===== config.mk =====
export PLATFORM = sky130hd
export DESIGN_NAME = osu_mul
export DESIGN_NICKNAME = d
export VERILOG_FILES = /design/src/rtl/core/osu_mul.sv
export SDC_FILE = /design/constraint.sdc
export NUM_CORES = 1
export LEC_CHECK = 0
export ABC_AREA = 1
export BUFFER_PORTS_ARGS = -buffer_cell sky130_fd_sc_hd__buf_2
export CORE_MARGIN = 2
export CORE_UTILIZATION = 43
export DETAILED_ROUTE_END_ITERATION = 8
export SLEW_MARGIN = 20
export SYNTH_ARGS = -nofsm -noshare
export SYNTH_HDL_FRONTEND = slang
export SYNTH_SLANG_ARGS = --single-unit

===== constraint.sdc =====
create_clock -name i_clk -period 5.1 [get_ports i_clk]
set_input_delay 1.02 -clock i_clk [delete_from_list [all_inputs] [get_ports i_clk]]
set_output_delay 1.02 -clock i_clk [all_outputs]
set_load 0.01 [all_outputs]

===== src/rtl/core/osu_mul.sv =====
// ----------------------------------------------------------------------------
// osu_mul
// Iterative multiplier: one 8-bit digit of the second operand per cycle,
// product kept modulo the word width.
// ----------------------------------------------------------------------------
module osu_mul #(
    parameter int unsigned WW = 32
) (
    input  logic          i_clk,
    input  logic          i_rst_n,
    input  logic          i_start,
    input  logic [WW-1:0] i_a,
    input  logic [WW-1:0] i_b,
    output logic          o_done,
    output logic [WW-1:0] o_prod
);

    localparam int unsigned DIGIT = 8;
    localparam int unsigned STEPS = (WW + DIGIT - 1) / DIGIT;
    localparam int unsigned CW    = $clog2(STEPS + 1);

    logic [WW-1:0]       r_acc;
    logic [WW-1:0]       r_a;
    logic [WW-1:0]       r_b;
    logic [CW-1:0]       r_cnt;
    logic                r_busy;
    logic                r_done;
    logic [WW+DIGIT-1:0] w_pp;

    // partial product of the shifted multiplicand and the current digit
    assign w_pp = {{DIGIT{1'b0}}, r_a} * {{WW{1'b0}}, r_b[DIGIT-1:0]};

    // control
    always_ff @(posedge i_clk) begin
        if (!i_rst_n) begin
            r_busy <= 1'b0;
            r_done <= 1'b0;
            r_cnt  <= '0;
        end else if (i_start) begin
            r_busy <= 1'b1;
            r_done <= 1'b0;
            r_cnt  <= '0;
        end else if (r_busy) begin
            r_cnt <= r_cnt + CW'(1);
            if (r_cnt == CW'(STEPS - 1)) begin
                r_busy <= 1'b0;
                r_done <= 1'b1;
            end
        end else begin
            r_done <= 1'b0;
        end
    end

    // datapath
    always_ff @(posedge i_clk) begin
        if (i_start) begin
            r_acc <= '0;
            r_a   <= i_a;
            r_b   <= i_b;
        end else if (r_busy) begin
            r_acc <= r_acc + w_pp[WW-1:0];
            r_a   <= r_a << DIGIT;
            r_b   <= r_b >> DIGIT;
        end
    end

    assign o_done = r_done;
    assign o_prod = r_acc;

endmodule


Word-level counts from Yosys, hierarchy flattened

Index checks and enable logic that the tools add are counted.

Register bits after elaboration: 101
Output and inout port bits: 33
Input bits: 67
Logic and storage cells: 22

Reductions and logical operators: 3
Mux-type cells: 7
Add/sub/neg operators: 2
Multiply operators: 1
Bitwise operators: 2
Equal/unequal tests: 1

Operator list:

| operator            | count |
|---|---|
| $mux 32             | 4 |
| $add 32x32->32      | 1 |
| $mul 32x8->32       | 1 |
| $add 3x1->3 const B | 1 |
| $eq 3x2->1 const B  | 1 |
| $mux 1              | 3 |
| $reduce_or 3->1     | 1 |
| $not 1->1           | 2 |
| $reduce_bool 2->1   | 1 |
| $reduce_or 2->1     | 1 |

Logic depth before layout (Yosys ltp)

Gate-level depths: netlist (run 1).

Depth in word-level cells: 4
Mapped depth: 25
Mapped depth without buffers: 23

Least setup slack after synthesis (run 1)

No wires, ideal clock.

Path kind: flip-flop to flip-flop
From: register r_b[2]
To: register r_acc[26], in the netlist o_prod[26]
Path buffers: 2
Arrival: 4.419 ns
Cell stages (with the launch flop): 21
Setup time: 0.113 ns
Clock period less this slack: 4.532 ns
Data required time: 4.987 ns
Slack: 0.568 ns
Path through: edfxtp_1 > clkbuf_1 > clkbuf_1 > nand2_1 > fa_1 > fa_1 > inv_1 > fa_1 > inv_1 > fa_1 > inv_1 > ha_1 > a21oi_1 > o21ai_0 > a21oi_1 > or2_1 > nand3_2 > nand2_1 > nand2_1 > o21ai_1 > inv_1

Word-level cells in the longest chain between the ends: 2

Ends and longest elaborated chain:

| item                     | RTL line | text |
|---|---|---|
| start: declaration       | 24       | `logic [WW-1:0] r_b;` |
| start signal: assignment | 59       | `r_b <= i_b;` |
| start signal: assignment | 63       | `r_b <= r_b >> DIGIT;` |
| $mul 32x8->32            | 31       | `assign w_pp = {{DIGIT{1'b0}}, r_a} * {{WW{1'b0}}, r_b[DIGIT-1:0]};` |
| $add 32x32->32           | 61       | `r_acc <= r_acc + w_pp[WW-1:0];` |
| end signal: assignment   | 61       |  |
| end: declaration         | 22       | `logic [WW-1:0] r_acc;` |

No other way between the ends.
A chain may end at the register's enable or synchronous reset.

Final worst setup path (run 1)

From: register r_b[3]
To: register r_acc[30], in the netlist o_prod[30]

The elaborated chain is that of the path after synthesis.

==> metrics.txt, run 1 <==
outcome=finished clean; dpl cell area=13300 µm²; Post-layout nets=around 2k; design area=~14000 µm²; Final min period=approximately 4.8 ns; io pins=100; Max-cap violations=0; nature of the critical path endpoint=flop; mux share of post-synthesis cell area=0%; Die ar.=between 30000 and 40000 µm²; Final Util=between 40% and 50%; Hold WC Path Type=flop to flop; XOR/XNOR Fraction of Synth Area=less than 1%; antenna violations before repair=0; Crit-path slowest cell=edfxtp_1; Detail Route Antenna Nets=0; adder-cell share of the synthesized area=between 30 and 40%; largest family of logic cells by synthesized area=adder cells; leading area contributor after synthesis=fa_1; max incr delay on CP=~0.55 ns; Final Setup Violations=0; area grow syn2layout=10.6%; CTS Sinks=just over 100; R2R depth=22; area of the multi-input gates=around 7600 µm²; synth warn=0; Async SR Flop Fraction=0%; clock-pin slew on the worst setup and hold paths=0.09 ns; CP Max Fanout=12; Crit path top cell by count=inv_1; max-slew violations=0; Layout Skew=between 0.02 and 0.03 ns; DRC=0; critical path data arrival time=5.07 ns; RR Endpoint=o_prod[30]; Min-Delay Endpoint=o_prod[0]; Area contributors post-synth=fa_1 30%, edfxtp_1 16%, nand2_1 15%; drt initial violations=approximately 680; largest net degree at the start of global routing=58; worst slew pin tran=just over 0.8 ns; chip width=~170 µm; PortBufs=between 90 and 100; number of global-route vias before repair=roughly 10k; die height=173 µm; share of layout cells above drive strength 1=between 10% and 20%; Initial Util=between 40% and 50%; RSZ-0062 raised after global routing=no; GR Util All Layers=between 20% and 30%; GPL Wtd Cong=roughly 0.90; worst skew pair latency=0.38 ns; Syn Area/Cell=approximately 7.5 µm²; H-tree Lvls=3; Slew headroom=45.2%; ys flop type=edfxtp_1; kind of critical path=flop to flop; TritonCTS buffer count=9; Reg area=between 2000 and 3000 µm²; vias post-DR=between 10k and 15k; number of flops mapped to enable cells by yosys=64; Hold Crit Start=o_prod[0]; # resized after CTS=0; hpwl dp=~27000 µm; Post-Syn Instances=between 1.5k and 2k; Rows=62; vias per inst=around 4.8; # placed instances=around 2.1k; Post-CTS Hold Buffers=0; Mapped Area=12300 µm²; Setup TNS Final=0 ns; critical-path cell list=buf_4, nand2_1, inv_1, fa_1, inv_1, fa_1, inv_1, fa_1, inv_1, fa_1, inv_1, ha_1, inv_1, o21bai_1, a31oi_1, o21ai_0, a21oi_1, nand2_1, nand2_1, nand3_1, nand2_1, inv_1; Hold Crit Depth=2; Reg2Reg Setup Slack=0.30 ns; number of iterations in the first detailed-routing pass=5; TritonCTS clock tree=yes; Synth Area in Compound Gates=5.82%; # diodes=0; Seq cells post-synth=approximately 100; WP data required=~5.4 ns; synthesized net count=1936; final hold vios=0; CTS max path bufs=2; final wirelength=33600 µm; Post-CTS Repair Setup Buffers=0; Reg2Reg Launch Point=r_b[3]; fin crit share=94.2%; Max Clk Rate=~210 MHz; Setup crit start kind=flop; Root Driver=clkbuf_16; post-synthesis sequential area ratio=a little over a fifth; grt total ovfl=0; core area=between 20000 and 30000 µm²; Synth top area share=between 30% and 40%; simple-gate share of the synthesized area=roughly a fifth; Netlist cell types=45; first-pass GRT wire length=approximately 55000 µm; fill count=2922; Layout Cells excl Fill=between 2k and 2.5k; DR WL/cell=~16 µm
sequential cells by signal, indices dropped and copies added, names as in the netlist:
name    count
r_b        32
o_done      1
r_busy      1
r_cnt       3
o_prod     32
r_a        32
synthesized netlist by cell type (2+ instances only):
| master | number |
|---|---|
| fa_1 | 186 |
| o22ai_1 | 3 |
| buf_2 | 9 |
| o21ai_0 | 51 |
| nand3b_1 | 2 |
| or2_1 | 2 |
| a21oi_1 | 35 |
| nand2_1 | 500 |
| inv_2 | 2 |
| xor2_1 | 8 |
| dfxtp_1 | 37 |
| nor3_1 | 4 |
| nand3_2 | 4 |
| nand2_2 | 10 |
| o21bai_1 | 6 |
| nor2_2 | 2 |
| a21oi_2 | 2 |
| xnor2_1 | 4 |
| nor2_1 | 44 |
| o211ai_1 | 2 |
| a21o_1 | 3 |
| buf_1 | 7 |
| clkbuf_1 | 55 |
| edfxtp_1 | 64 |
| a21boi_0 | 5 |
| ha_1 | 43 |
| inv_1 | 480 |
| nand3_1 | 39 |
| nand4_1 | 7 |
| o21ai_1 | 5 |
| o32ai_1 | 5 |
critical path: cells and delay by family (launching register included):
kind	cells	cell delay [ns]
AND/OR/NAND/NOR	5	0.49
flip-flops	1	0.55
adder cells (fa/ha/maj)	5	2.35
AO/OA/AOI/OAI	4	0.65
buffers and inverters	8	0.69
through the flow:
stage | hold slack, ns | setup WS (ns)
4_1_cts | 0.480 | 0.340
3_3_place_gp | 0.460 | 0.354
6_report | 0.477 | 0.296
3_5_place_dp | 0.467 | 0.354
5_1_grt | 0.506 | 0.00460
2_1_floorplan | 0.445 | 0.568
placed cells by master, fill, tap and decap left out, types with 3 or more instances in the layout:
cell type / instances
nand2_1: 500
inv_1: 478
fa_1: 186
buf_2: 99
edfxtp_1: 64
o21ai_0: 51
nor2_1: 44
ha_1: 43
nand3_1: 39
dfxtp_1: 37
a21oi_1: 35
buf_4: 28
nand2_2: 10
clkbuf_16: 9
xor2_1: 8
nand4_1: 7
o21bai_1: 6
a21boi_0: 5
o21ai_1: 5
o32ai_1: 5
buf_12: 5
inv_2: 4
nor3_1: 4
nand3_2: 4
xnor2_1: 4
a21o_1: 3
o22ai_1: 3
per-layer routing:
layer | up-vias | GRT usage (%) | part of all wire, %
met2 | 304 | 36.2 | 44
met3 | 30 | 3.77 | 6.2
met5 | - | 0 | 0
met1 | 4826 | 34.5 | 48
met4 | 0 | 3.71 | 1.2
li1 | 4849 | - | -
final cells by class:
class | count | area share [%]
Multi-Input combinational cell | 985 | 55.6
Sequential cell | 101 | 19.5
Inverter | 482 | 13.3
Timing Repair Buffer | 132 | 5.91
Tap cell | 384 | 3.52
Clock buffer | 9 | 1.65
Clock inverter | 7 | 0.569
logic make-up (layout without fill, tap and decap cells):
logic type               after synthesis  count (layout)
AO/OA/AOI/OAI                        124             124
buffers and inverters                554             630
AND/OR/NAND/NOR                      620             620
adder cells (fa/ha/maj)              229             229
flip-flops                           101             101
XOR/XNOR                              12              12
worst max path at each step:
| stage | start | endpoint | slack, ns | cells after the start |
|---|---|---|---|---|
| finish | r_b[3] | o_prod[30] | 0.30 | 22 |
| global route | r_b[3] | o_prod[30] | 0.005 | 22 |
| CTS | r_b[3] | o_prod[30] | 0.34 | 22 |
| detailed placement | r_b[3] | o_prod[30] | 0.35 | 22 |
| global placement | r_b[3] | o_prod[30] | 0.35 | 22 |
| floorplan | r_b[2] | o_prod[26] | 0.57 | 20 |
Power of run 1 is left out: the tool's default activity adds up to more than one toggle a clock period on the data nets, which glitch-free logic cannot reach.
==> run 2: changes to the inputs <==
--- a/config.mk
+++ b/config.mk
@@ -10,6 +10,8 @@
 export CORE_MARGIN = 2
 export CORE_UTILIZATION = 43
 export DETAILED_ROUTE_END_ITERATION = 8
+export HOLD_SLACK_MARGIN = 0.02
+export REMOVE_ABC_BUFFERS = 1
 export SLEW_MARGIN = 20
 export SYNTH_ARGS = -nofsm -noshare
 export SYNTH_HDL_FRONTEND = slang
==> run 2 against run 1 <==
Sequential share of layout area unchanged. First-iteration DRC count fell by 11%. Setup slack gained 0.040 ns. Critical path depth shrank 2. Sequential cell count unchanged. Count of clock-buffer cells in the layout is 1 higher. Critical path type unchanged.
==> metrics.txt, run 2 (synthesis gave the netlist of run 1 again) <==
outcome=finished clean (unchanged); CP Max Fanout=33 (was 12); Final min period=4.76 ns (was 4.80 ns); first-pass GRT wire length=54600 µm (was 54700 µm); CTS max path bufs=2 (unchanged); antenna violations before repair=0 (unchanged); drt initial violations=603 (was 676); GR Util All Layers=23.0% (was 23.1%); TritonCTS clock tree=yes (unchanged); largest net degree at the start of global routing=82 (was 58); most frequent cells in the layout=500 x nand2_1, 478 x inv_1, 186 x fa_1, 99 x buf_2, 64 x edfxtp_1 (unchanged); final wirelength=32800 µm (was 33600 µm); Layout Skew=0.00930 ns (was 0.0280 ns); Max-cap violations=0 (unchanged); max-slew violations=0 (unchanged); CTS Sinks=101 (unchanged); DRC=0 (unchanged); clock-pin slew on the worst setup and hold paths=0.09 ns (about the same); vias post-DR=9985 (was 10.0k); number of iterations in the first detailed-routing pass=6 (was 5); area grow syn2layout=10.6% (unchanged); Slew headroom=42.6% (was 45.2%); most common cell after layout, fill and taps aside=nand2_1 (unchanged); TritonCTS buffer count=9 (unchanged); Root Driver=clkbuf_16 (unchanged); Initial Util=43.3% (unchanged); PortBufs=99 (unchanged); WP data required=5.41 ns (was 5.37 ns); hpwl dp=25300 µm (was 27000 µm); Max Clk Rate=210 MHz (was 208 MHz); worst slew pin tran=0.861 ns (was 0.822 ns); vias per inst=4.75 (was 4.77); share of layout cells above drive strength 1=10.3% (about the same); Detail Route Antenna Nets=0 (unchanged); DR WL/cell=15.6 µm (was 16.0 µm); Post-layout nets=2008 (was 2007); Setup crit start kind=flop (unchanged); Post-CTS Hold Buffers=0 (unchanged); Rows=62 (unchanged); number of global-route vias before repair=10.7k (was 10.2k); critical path data arrival time=5.08 ns (was 5.07 ns); Die ar.=30100 µm² (unchanged); chip width=173 µm (unchanged); core area=28500 µm² (unchanged); Post-CTS Repair Setup Buffers=0 (unchanged); Final Setup Violations=0 (unchanged); die height=173 µm (unchanged); # resized after CTS=0 (unchanged); nature of the critical path endpoint=flop (unchanged); fin crit share=93.4% (was 94.2%); final hold vios=0 (unchanged); GPL Wtd Cong=0.964 (was 0.902); H-tree Lvls=3 (unchanged); kind of critical path=flop to flop (unchanged); io pins=100 (unchanged); RSZ-0062 raised after global routing=no (unchanged); # diodes=0 (unchanged); worst skew pair latency=0.37 ns (was 0.38 ns); Setup TNS Final=0 ns (unchanged); grt total ovfl=0 (unchanged); Hold WC Path Type=flop to flop (unchanged)
[run 2: cell count changes in the layout (fill, tap and decap cells not counted)]
cell,previous run,this run
buf_4,28,29
clkinv_2,0,1
inv_8,1,2
inv_2,4,3
clkinvlp_4,1,0
clkinv_8,2,1
clkbuf_1,0,1
[run 2: layout make-up]
type                       count  area [µm²]
fill                        2922       14800
multi-input combinational    985        7580
sequential                   101        2660
inverter                     482        1810
timing repair buffer         133         813
tap                          384         480
clock buffer                  10         229
clock inverter                 6        65.1
[run 2: path summary, 6_finish.rpt]
check | start | end | slack (ns) | depth (start not counted)
worst max-delay path | r_b[0] | o_prod[22] | 0.34 | 20
worst min-delay path | r_cnt[1] | r_cnt[1] | 0.48 | 2
worst max register to register | r_b[0] | o_prod[22] | 0.34 | 20
worst min register to register | r_cnt[1] | r_cnt[1] | 0.48 | 2
[run 2: through the flow]
step / cell area, µm² / instances / setup slack (ns) / hold WS [ns] / utilization [%]
floorplan: 12000 / 1568 / 0.610 / 0.445 / -
global placement: 13300 / 2085 / 0.428 / 0.456 / 46.9
detailed placement: 13300 / 2085 / 0.429 / 0.464 / 46.9
CTS: 13600 / 2101 / 0.402 / 0.476 / 47.9
global route: 13600 / 2101 / 0.0607 / 0.507 / 47.9
finish: 13600 / 2101 / 0.336 / 0.479 / 47.9
[run 2: critical path: stages (launching register included)]
cell      delay [ns]
edfxtp_1        0.38
buf_12          0.22
nand2_1         0.10
fa_1            0.51
inv_1           0.06
fa_1            0.48
fa_1            0.56
inv_1           0.05
fa_1            0.48
inv_1           0.04
ha_1            0.31
inv_1           0.07
o21ai_0         0.36
a21boi_0        0.16
buf_4           0.18
o21bai_1        0.20
inv_1           0.09
a21o_1          0.16
nand3_1         0.12
nand2_1         0.08
inv_1           0.06
[run 2: routing by layer]
layer / routed length, µm / GRT usage (%)
met4: 586 / 5.26
met2: 15400 / 38.6
met5: 0 / 0
met3: 2110 / 4.23
met1: 14700 / 31.2
Power of run 2 is left out for the same reason.
==> run 3: changes to the inputs <==
==> constraint.sdc (replaced) <==
create_clock -name i_clk -period 5.54 [get_ports i_clk]
set_input_delay 1.108 -clock i_clk [delete_from_list [all_inputs] [get_ports i_clk]]
set_output_delay 1.108 -clock i_clk [all_outputs]
set_load 0.01 [all_outputs]
==> run 3 against run 2 <==
Global-route usage grew 0.15 points. Fmax fell by 8.9%. Cell count fell by 0.86%. Sequential cell count is the same. Routed wire length increased by 0.65%. Largest cell class unchanged.
==> metrics.txt, run 3 (synthesis gave the netlist of run 1 again) <==
Hold WC Path Type=flop to flop (unchanged); share of layout cells above drive strength 1=9.36% (was 10.3%); largest net degree at the start of global routing=68 (was 82); critical-path cell list=buf_4, nand2_1, fa_1, inv_1, fa_1, fa_1, inv_1, fa_1, inv_1, ha_1, nand2_1, nor2_1, nand2_1, nor3_1, nand2_1, nand2_1, inv_1, nand2_1, nand3_1, nand2_1, inv_1 (was buf_12, nand2_1, fa_1, inv_1, fa_1, fa_1, inv_1, fa_1, inv_1, ha_1, inv_1, o21ai_0, a21boi_0, buf_4, o21bai_1, inv_1, a21o_1, nand3_1, nand2_1, inv_1); # resized after CTS=0 (unchanged); Root Driver=clkbuf_16 (unchanged); Setup crit start kind=flop (unchanged); most common cell after layout, fill and taps aside=nand2_1 (unchanged); CP top delay family=adder cells (unchanged); TritonCTS clock tree=yes (unchanged); PortBufs=99 (unchanged); Post-CTS Repair Setup Buffers=0 (unchanged); DRC=0 (unchanged); drt initial violations=603 (unchanged); Place WS=0.390 ns (was 0.429 ns); Rows=62 (unchanged); clock-pin slew on the worst setup and hold paths=0.09 ns (about the same); TritonCTS buffer count=9 (unchanged); worst slew pin tran=0.929 ns (was 0.861 ns); fin crit share=94.4% (was 93.4%); core area=28500 µm² (unchanged); final hold vios=0 (unchanged); Final min period=5.23 ns (was 4.76 ns); H-tree Lvls=3 (unchanged); Post-layout nets=1990 (was 2008); max incr delay on CP=0.94 ns (was 0.56 ns); Final Setup Violations=0 (unchanged); Max-cap violations=0 (unchanged); number of iterations in the first detailed-routing pass=5 (was 6); Slew headroom=38.0% (was 42.6%); Crit path top cell by count=nand2_1 (was inv_1); die height=173 µm (unchanged); CTS Sinks=101 (unchanged); Post-CTS Hold Buffers=0 (unchanged); first-pass GRT wire length=54600 µm (about the same); hpwl dp=25800 µm (was 25300 µm); area grow syn2layout=9.44% (was 10.6%); chip width=173 µm (unchanged); number of global-route vias before repair=10.7k (about the same); Max Clk Rate=191 MHz (was 210 MHz); # diodes=0 (unchanged); Crit-path slowest cell=edfxtp_1 (was fa_1); outcome=finished clean (unchanged); Layout Skew=0.00918 ns (was 0.00930 ns); CP Max Fanout=17 (was 33); Setup TNS Final=0 ns (unchanged); grt total ovfl=0 (unchanged); Hold Slack=0.486 ns (was 0.479 ns); CTS max path bufs=2 (unchanged); vias post-DR=9977 (was 9985); vias per inst=4.79 (was 4.75); nature of the critical path endpoint=flop (unchanged); GR Util All Layers=23.2% (was 23.0%); final wirelength=33100 µm (was 32800 µm); worst skew pair latency=0.37 ns (about the same); antenna violations before repair=1 (was 0); Detail Route Antenna Nets=0 (unchanged); critical path data arrival time=5.50 ns (was 5.08 ns); setup ws final=0.312 ns (was 0.336 ns); Die ar.=30100 µm² (unchanged); Initial Util=43.3% (unchanged); io pins=100 (unchanged); most frequent cells in the layout=500 x nand2_1, 478 x inv_1, 186 x fa_1, 99 x buf_2, 64 x edfxtp_1 (unchanged); DR WL/cell=15.9 µm (was 15.6 µm); RSZ-0062 raised after global routing=no (unchanged); GPL Wtd Cong=0.959 (was 0.964); kind of critical path=flop to flop (unchanged); max-slew violations=0 (unchanged); Crit path buffers/inverters=6 (was 8); WP data required=5.82 ns (was 5.41 ns); fill count=2922 (unchanged)
==> run 3: changes by cell type in the layout (fill, tap and decap cells not counted) <==
cell / before / now
buf_4: 29 / 12
buf_12: 5 / 4
inv_6: 2 / 1
clkbuf_1: 1 / 0
clkinv_8: 1 / 2
clkinv_2: 1 / 2
==> run 3: final cells by class <==
class	count	area, µm²	area share (%)
multi-input cells	985	7580	56.1
flip-flops and latches	101	2660	19.7
inverters	482	1810	13.4
repair buffers	115	666	4.93
well taps	384	480	3.56
clock buffers	9	225	1.67
clock inverters	7	77.6	0.575
==> run 3: worst register-to-register path, stage by stage, from the launching register on <==
cell      delay, ns
edfxtp_1       0.94
buf_4          0.29
nand2_1        0.09
fa_1           0.53
inv_1          0.05
fa_1           0.48
fa_1           0.55
inv_1          0.06
fa_1           0.48
inv_1          0.04
ha_1           0.37
nand2_1        0.17
nor2_1         0.25
nand2_1        0.15
nor3_1         0.15
nand2_1        0.10
nand2_1        0.15
inv_1          0.06
nand2_1        0.06
nand3_1        0.07
nand2_1        0.08
inv_1          0.04
==> run 3: layer usage <==
layer / GRT usage [%] / share of wire [%] / up-vias
met2: 38.9 / 47 / 325
met1: 30.7 / 44 / 4782
met4: 6.64 / 2.3 / 2
met5: 0 / 0.039 / -
met3: 4.52 / 6.6 / 53
li1: - / - / 4815
==> run 3: worst paths after layout <==
| path | start | end | slack [ns] | cells after the start |
|---|---|---|---|---|
| setup / recovery | r_b[0] | o_prod[31] | 0.31 | 21 |
| hold / removal | r_cnt[1] | r_cnt[1] | 0.49 | 2 |
| setup reg to reg | r_b[0] | o_prod[31] | 0.31 | 21 |
| hold reg to reg | r_cnt[1] | r_cnt[1] | 0.49 | 2 |
==> run 3: per-stage QoR <==
stage                     instance area, µm²  utilization, %  instances
after floorplan                        12000               -       1568
after global placement                 13200            46.4       2067
after detailed placement               13200            46.4       2067
after CTS                              13500            47.4       2083
after global routing                   13500            47.4       2083
final                                  13500            47.4       2083
Power of run 3 is left out for the same reason.
